<file path="config.mk">
export PLATFORM = sky130hd
export DESIGN_NAME = mcwpr_front
export DESIGN_NICKNAME = d
export VERILOG_FILES = /design/src/sv/mcwpr_pkg.sv /design/src/sv/mcwpr_front.sv
export SDC_FILE = /design/constraint.sdc
export NUM_CORES = 1
export LEC_CHECK = 0
export ABC_AREA = 1
export BUFFER_PORTS_ARGS = -buffer_cell sky130_fd_sc_hd__buf_4
export CAP_MARGIN = 30
export CORE_AREA = 2 2 133 135
export DETAILED_ROUTE_END_ITERATION = 16
export DIE_AREA = 0 0 135 137
export PLACE_DENSITY = 0.56
export RECOVER_POWER = 25
export REMOVE_ABC_BUFFERS = 1
export SLEW_MARGIN = 20
export SYNTH_ARGS = -nofsm -noshare
export SYNTH_HDL_FRONTEND = slang
export SYNTH_SLANG_ARGS = --single-unit
export TNS_END_PERCENT = 20
</file>
<file path="constraint.sdc">
create_clock -name clk -period 2.5 [get_ports clk]
set_input_delay 0.75 -clock clk [delete_from_list [all_inputs] [get_ports clk]]
set_output_delay 0.75 -clock clk [all_outputs]
set_load 0.1 [all_outputs]
</file>
<file path="src/sv/mcwpr_pkg.sv">
// ----------------------------------------------------------------------------
// mcwpr_pkg
// shared types and constants of the multichannel window peak and rms meter
// ----------------------------------------------------------------------------
`default_nettype none

package mcwpr_pkg;

	// parameter defaults
	localparam int CHANNELS_DEF    = 8;
	localparam int MAX_WINDOW_DEF  = 4096;
	localparam int SAMPLE_BITS_DEF = 24;

	// fixed field widths
	localparam int ACTION_W  = 2;
	localparam int CHANNEL_W = 3;
	localparam int FILL_W    = 13;
	localparam int CFG_W     = 13;

	// command queue between front and back
	localparam int QDEPTH = 4;
	localparam int QPTR_W = 2;

	typedef enum logic [ACTION_W-1:0] {
		ACT_APPEND = 2'd0,
		ACT_QUERY  = 2'd1,
		ACT_CLEAR  = 2'd2
	} action_t;

	// one queued command, sample travels beside it
	typedef struct packed {
		action_t              act;
		logic [CHANNEL_W-1:0] ch;
		logic                 off_range;
	} cmd_t;

	typedef enum logic [2:0] {
		B_IDLE,
		B_WALK,
		B_DRAIN,
		B_CALC,
		B_FIN
	} bstate_t;

	typedef enum logic [1:0] {
		U_IDLE,
		U_DIV,
		U_SQRT
	} ustate_t;

endpackage

`default_nettype wire

</file>
<file path="src/sv/mcwpr_front.sv">
// ----------------------------------------------------------------------------
// mcwpr_front
// accepts words, drops those without effect, queues commands for the back end
// ----------------------------------------------------------------------------
`default_nettype none

module mcwpr_front #(
	parameter int CHANNELS    = mcwpr_pkg::CHANNELS_DEF,
	parameter int SAMPLE_BITS = mcwpr_pkg::SAMPLE_BITS_DEF
) (
	input  wire logic                           clk,
	input  wire logic                           arst_n,
	input  wire logic                           in_valid,
	output logic                                in_ready,
	input  wire logic [mcwpr_pkg::ACTION_W-1:0] action,
	input  wire logic [mcwpr_pkg::CHANNEL_W-1:0] channel,
	input  wire logic signed [SAMPLE_BITS-1:0]  sample,
	output logic                                cmd_valid,
	output mcwpr_pkg::cmd_t                     cmd,
	output logic [SAMPLE_BITS-1:0]              cmd_sample,
	input  wire logic                           cmd_pop
);
	import mcwpr_pkg::*;

	cmd_t                   cmd_mem_q [QDEPTH];
	logic [SAMPLE_BITS-1:0] smp_mem_q [QDEPTH];
	logic [QPTR_W-1:0]      wptr_q, rptr_q;
	logic [QPTR_W:0]        cnt_q;
	logic                   in_range, keep, push;
	cmd_t                   new_cmd;

	assign in_range = 32'(channel) < CHANNELS;

	// classify: unused action and out-of-range appends leave no trace
	always_comb begin
		keep = 1'b0;
		unique case (action_t'(action))
			ACT_APPEND: keep = in_range;
			ACT_QUERY:  keep = 1'b1;
			ACT_CLEAR:  keep = 1'b1;
			default:    keep = 1'b0;
		endcase
	end

	assign new_cmd.act       = action_t'(action);
	assign new_cmd.ch        = channel;
	assign new_cmd.off_range = !in_range;

	assign in_ready   = cnt_q != (QPTR_W+1)'(QDEPTH);
	assign push       = in_valid && in_ready && keep;
	assign cmd_valid  = cnt_q != '0;
	assign cmd        = cmd_mem_q[rptr_q];
	assign cmd_sample = smp_mem_q[rptr_q];

	always_ff @(posedge clk or negedge arst_n) begin
		if (!arst_n) begin
			wptr_q <= '0;
			rptr_q <= '0;
			cnt_q  <= '0;
		end else begin
			if (push)
				wptr_q <= wptr_q + 1'b1;
			if (cmd_pop)
				rptr_q <= rptr_q + 1'b1;
			if (push && !cmd_pop)
				cnt_q <= cnt_q + 1'b1;
			else if (!push && cmd_pop)
				cnt_q <= cnt_q - 1'b1;
		end
	end

	always_ff @(posedge clk) begin
		if (push) begin
			cmd_mem_q[wptr_q] <= new_cmd;
			smp_mem_q[wptr_q] <= sample;
		end
	end

endmodule

`default_nettype wire

</file>
## Yosys cells after proc, flatten, opt, wreduce, memory -nomap -nowiden

Memory sizes are Yosys's and may differ from the RTL's.
Cells that the tools add are included.

- Latch bits: 0
- Output and inout bits: 32
- Memory bits (writable): 116
- Bits of input ports: 33
- Memory bits (read-only): 0
- Memories: 2
- Logic and storage cells: 27
- Register bits: 7

Memory list:

| memory | words | width | read ports | clocked after Yosys merged registers in | wr ports | line | RTL |
|---|---|---|---|---|---|---|---|
| smp_mem_q | 4 | 24 | 1 | 0 | 1 | mcwpr_front.sv:26 | `logic [SAMPLE_BITS-1:0] smp_mem_q [QDEPTH];` |
| cmd_mem_q | 4 | 5 | 1 | 0 | 1 | mcwpr_front.sv:25 | `cmd_t cmd_mem_q [QDEPTH];` |

- Reductions and logical operators: 10
- Bitwise operators: 0
- Multiplexer cells: 5
- $add $sub $neg: 4
- Equal/unequal tests: 3
- Order comparisons: 0
- Multipliers: 0
- Shifts and indexed selects: 0
- Div/mod/pow operators: 0

Operator list:

| cell | number |
|---|---|
| $mux W3 | 2 |
| $add A2 B1 Y2 const B | 2 |
| $logic_and A1 B1 Y1 | 4 |
| $add A3 B1 Y3 const B | 1 |
| $mux W1 | 3 |
| $ne A3 B3 Y1 const B | 1 |
| $reduce_bool A3 Y1 | 1 |
| $reduce_or A3 Y1 | 1 |
| $sub A3 B1 Y3 const B | 1 |
| $eq A2 B1 Y1 const B | 1 |
| $eq A2 B2 Y1 const B | 1 |
| $logic_not A1 Y1 | 2 |
| $logic_not A2 Y1 | 1 |
| $reduce_bool A2 Y1 | 1 |

## Longest topological paths before layout

- Depth in word-level cells: 8
- Mapped depth: 12

## Least setup slack after synthesis

No wires, ideal clock.

- Path type: reg-to-reg
- From: register cnt_q[0]
- To: memory cmd_mem_q[0][0] (netlist bit) (enable)
- Cell stages (with the launch flop): 5
- Setup slack: -0.784 ns
- Arrival time: 2.869 ns
- Required time: 2.085 ns
- Path through: dfrtp_1 > inv_1 > nand3_1 > nand2_1 > nor2_1

- Longest elaborated chain between the ends: 5

RTL lines:

| element | line | RTL |
|---|---|---|
| start: declaration | mcwpr_front.sv:28 | `logic [QPTR_W:0] cnt_q;` |
| start signal: assignment | mcwpr_front.sv:66 | `cnt_q <= cnt_q + 1'b1;` |
| start signal: assignment | mcwpr_front.sv:68 | `cnt_q <= cnt_q - 1'b1;` |
| $ne A3 B3 Y1 | mcwpr_front.sv:49 | `assign in_ready = cnt_q != (QPTR_W+1)'(QDEPTH);` |
| named net in_ready | mcwpr_front.sv:14 | `output logic in_ready,` |
| $logic_and A1 B1 Y1 (2 in a row) | mcwpr_front.sv:50 | `assign push = in_valid && in_ready && keep;` |
| $mux W1 | mcwpr_front.sv:73 | `if (push) begin` |
| $mux W1 (not written as such) | mcwpr_front.sv:74 | `cmd_mem_q[wptr_q] <= new_cmd;` |
| end: declaration | mcwpr_front.sv:25 |  |

The timed path passes the listed nets, and every way through them passes these cells.

## Final worst setup path

- From: register rptr_q[0]
- To: output port cmd_sample[17]

- Longest elaborated chain between the ends: 1

RTL lines:

| element | line | RTL |
|---|---|---|
| start: declaration | mcwpr_front.sv:27 | `logic [QPTR_W-1:0] wptr_q, rptr_q;` |
| start signal: assignment | mcwpr_front.sv:64 | `rptr_q <= rptr_q + 1'b1;` |
| $mem_v2 Z4 W24 | n/a |  |
| end: declaration | mcwpr_front.sv:20 | `output logic [SAMPLE_BITS-1:0] cmd_sample,` |

No other way between the ends.

==> results.cfg <==
[layout]
n_fill_cell = 1553
multi_input_area_um2 = 1110
layout-drive-gt1-share_pct = 28.2
finish.utilization_pct = 42.3
fin_nets = 516
regArea_um2 = 3670
antenna_cells = 0
area_growth_pct = 42.7
fin_area_um2 = 7220

[timing]
finClkSkew_ns = 0.00548
hold_violations = 0
slew_violations = 0
rsz0062_at_grt = yes
min_period_ns = 2.52
max_freq_ghz = 0.397
fin_ws_ns = -0.0163
finalCritPeriodShare_pct = 101
setup_viol = 1
setup_tns_ns = -0.0163

[critical_path]
worst_path_most_repeated_cell = buf_12
arrival_ns = 1.77
crit_fanout = 7
crit_chain = buf_12 > clkbuf_16 > a21oi_1 > o21ai_0 > nand2_1 > buf_12
critPathCaptureType = output port
crit_family = flip-flops
cp-start-kind = flip-flop
path_class = flip-flop to output port
slowest_stage = dfrtp_4
cp_num_buf_inv = 3
slowest_delay_ns = 0.50
crit_required_ns = 1.75

[synth]
synth-main-ff-cell = edfxtp_1
syn_avg_cell_area_um2 = 12.8
synth-warning-count = 0
async_flop_share_pct = 5.69
ys_seq_area_share_pct = 72.3
synthAdderAreaFrac_pct = 1.63
syn-cell-area_um2 = 5060
ys_top_cells_by_count = edfxtp_1 (116), inv_1 (73), nand2_1 (69), a21oi_1 (30), o21ai_0 (30)
synth_seq_cells = 123
synth.top_cells.by_area = edfxtp_1 (69%), inv_1 (5.4%), nand2_1 (5.1%)
synth_compound_area_share_pct = 11.2
yosysUniqueCellTypes = 20
synth_edf_count = 116
yosysMostFrequentCell = edfxtp_1
synth_top_cell_by_area = edfxtp_1
synth-simple-area-share_pct = 6.04
yosysTopAreaCellShare_pct = 68.9
muxShareOfSynthArea_pct = 0
netlist_instances = 395
synth_xor_xnor_area_share_pct = 0.520
synth_top_family_by_area = compound AO/OA/AOI/OAI gates

[place]
dp_hpwl_um = 5710
pre_cts_slack_ns = 0.210
place_area_um2 = 5880
gp_congestion = 0.690
io_buffers = 63

[floorplanning]
die_x_um = 135
design.die.area_um2 = 18500
num_rows = 48
io_pins = 65
start_util_pct = 29.7
fp.dieH_um = 137
core-area_um2 = 17100

[clocking]
cts.clk_slew.worst_paths_ns = 0.06
cts.sinks = 123
cts.htree.levels = 4
clock-root-buffer = clkbuf_16
clock_latency_ns = 0.42
cts_tree = built
cts.path.max_buffers = 2
cts-buffers-inserted = 17

[routing]
vias = 3124
wl_met2_um = 5640
drt_iter0_drc = 164
wl_per_cell_um = 15.9
drtPass1Iterations = 4
drt.antenna.violating_nets = 0
viasPerCell = 4.37
drc = 0
drt-met1-wl_um = 4940
wl_met3_um = 589
wirelength_um = 11400
route.top_layer_used = met4

[grt]
grt_usage_pct = 11.4
grt_first_pass_wirelength_um = 15500
antenna_found_initial = 0
grt_overflow = 0
grt_pass1_vias = 3070
grt_max_degree = 59

[run]
cap_violations = 0

[hold_path]
timing.hold.worst.class = input port to async pin

[outcome]
status = complete, but fails checks
failed_checks = setup timing
## metrics by stage
step / hold WS, ns / instances
detailed placement: 0.517 / 671
global placement: 0.488 / 671
global route: 0.284 / 715
CTS: 0.130 / 704
floorplan: 0.454 / 374
finish: 0.257 / 715
## layout make-up
| type | count | area share, % |
|---|---|---|
| Inverter | 73 | 3.80 |
| Timing Repair Buffer | 84 | 16.5 |
| Clock buffer | 17 | 5.89 |
| Multi-Input combinational cell | 178 | 15.4 |
| Tap cell | 225 | 3.90 |
| Clock inverter | 15 | 3.74 |
| Sequential cell | 123 | 50.8 |
## registers in the layout, indices dropped and copies added (netlist names)
| name | flops |
|---|---|
| rptr_q | 2 |
| cmd_mem_q | 20 |
| cnt_q | 3 |
| smp_mem_q | 96 |
| wptr_q | 2 |
## worst register-to-register path, delay by kind of cell (launching register included)
family	cells	cell delay, ns
flops	1	0.42
simple gates	6	0.57
fa+ha+maj	2	0.52
buf+inv	3	0.22
## path summary, 6_finish.rpt
path	startpoint	end	slack, ns	cells past startpoint
setup / recovery	rptr_q[0]$_DFFE_PN0P_	cmd_sample[17]	-0.02	6
hold / removal	arst_n	wptr_q[0]$_DFFE_PN0P_	0.26	1
setup reg to reg	cnt_q[0]$_DFFE_PN0P_	cnt_q[2]$_DFFE_PN0P_	0.68	11
hold reg to reg	cnt_q[2]$_DFFE_PN0P_	cnt_q[2]$_DFFE_PN0P_	0.54	2
max in group asynchronous	arst_n	rptr_q[0]$_DFFE_PN0P_	1.88	1
min in group clk	cnt_q[2]$_DFFE_PN0P_	cnt_q[2]$_DFFE_PN0P_	0.54	2
## what timing repair did
action | 4_1_cts | 5_1_grt
endpoints found under the setup margin | 29 | 29
cloned | 0 | 9
hold buffers | 0 | 0
pin swaps | 0 | 47
resized for setup | 44 | 103
buffers inserted | 1 | 2
## cells in the final DEF (no fill, tap or decap), drive strengths merged
master      n
clkinvlp    1
buf        61
xnor2       2
ha          5
clkbuf     40
conb        1
xor2        1
clkinv      6
nand3       5
fa          1
o211ai     29
bufinv      7
nor2        4
o21ai      30
a21oi      30
inv        74
nand4       1
edfxtp    116
dfrtp       7
nand2      69
## logic make-up (layout without fill, tap and decap cells)
kind of cell,count (synthesis),count (layout)
and+or+nand+nor,79,79
other,1,1
AOI/OAI and AO/OA,89,89
xor gates and xnor gates,3,3
DFF,123,123
adders and majority gates,6,6
buffers and inverters,94,189
## routing by layer
metal / track usage [%] / vias to the layer above
met3: 4.48 / 20
met2: 19.0 / 75
met1: 13.0 / 1506
met5: 0 / -
li1: - / 1523
met4: 5.44 / 0
Power is left out: the tool's default activity adds up to more than one toggle a clock period on the data nets, which glitch-free logic cannot reach.
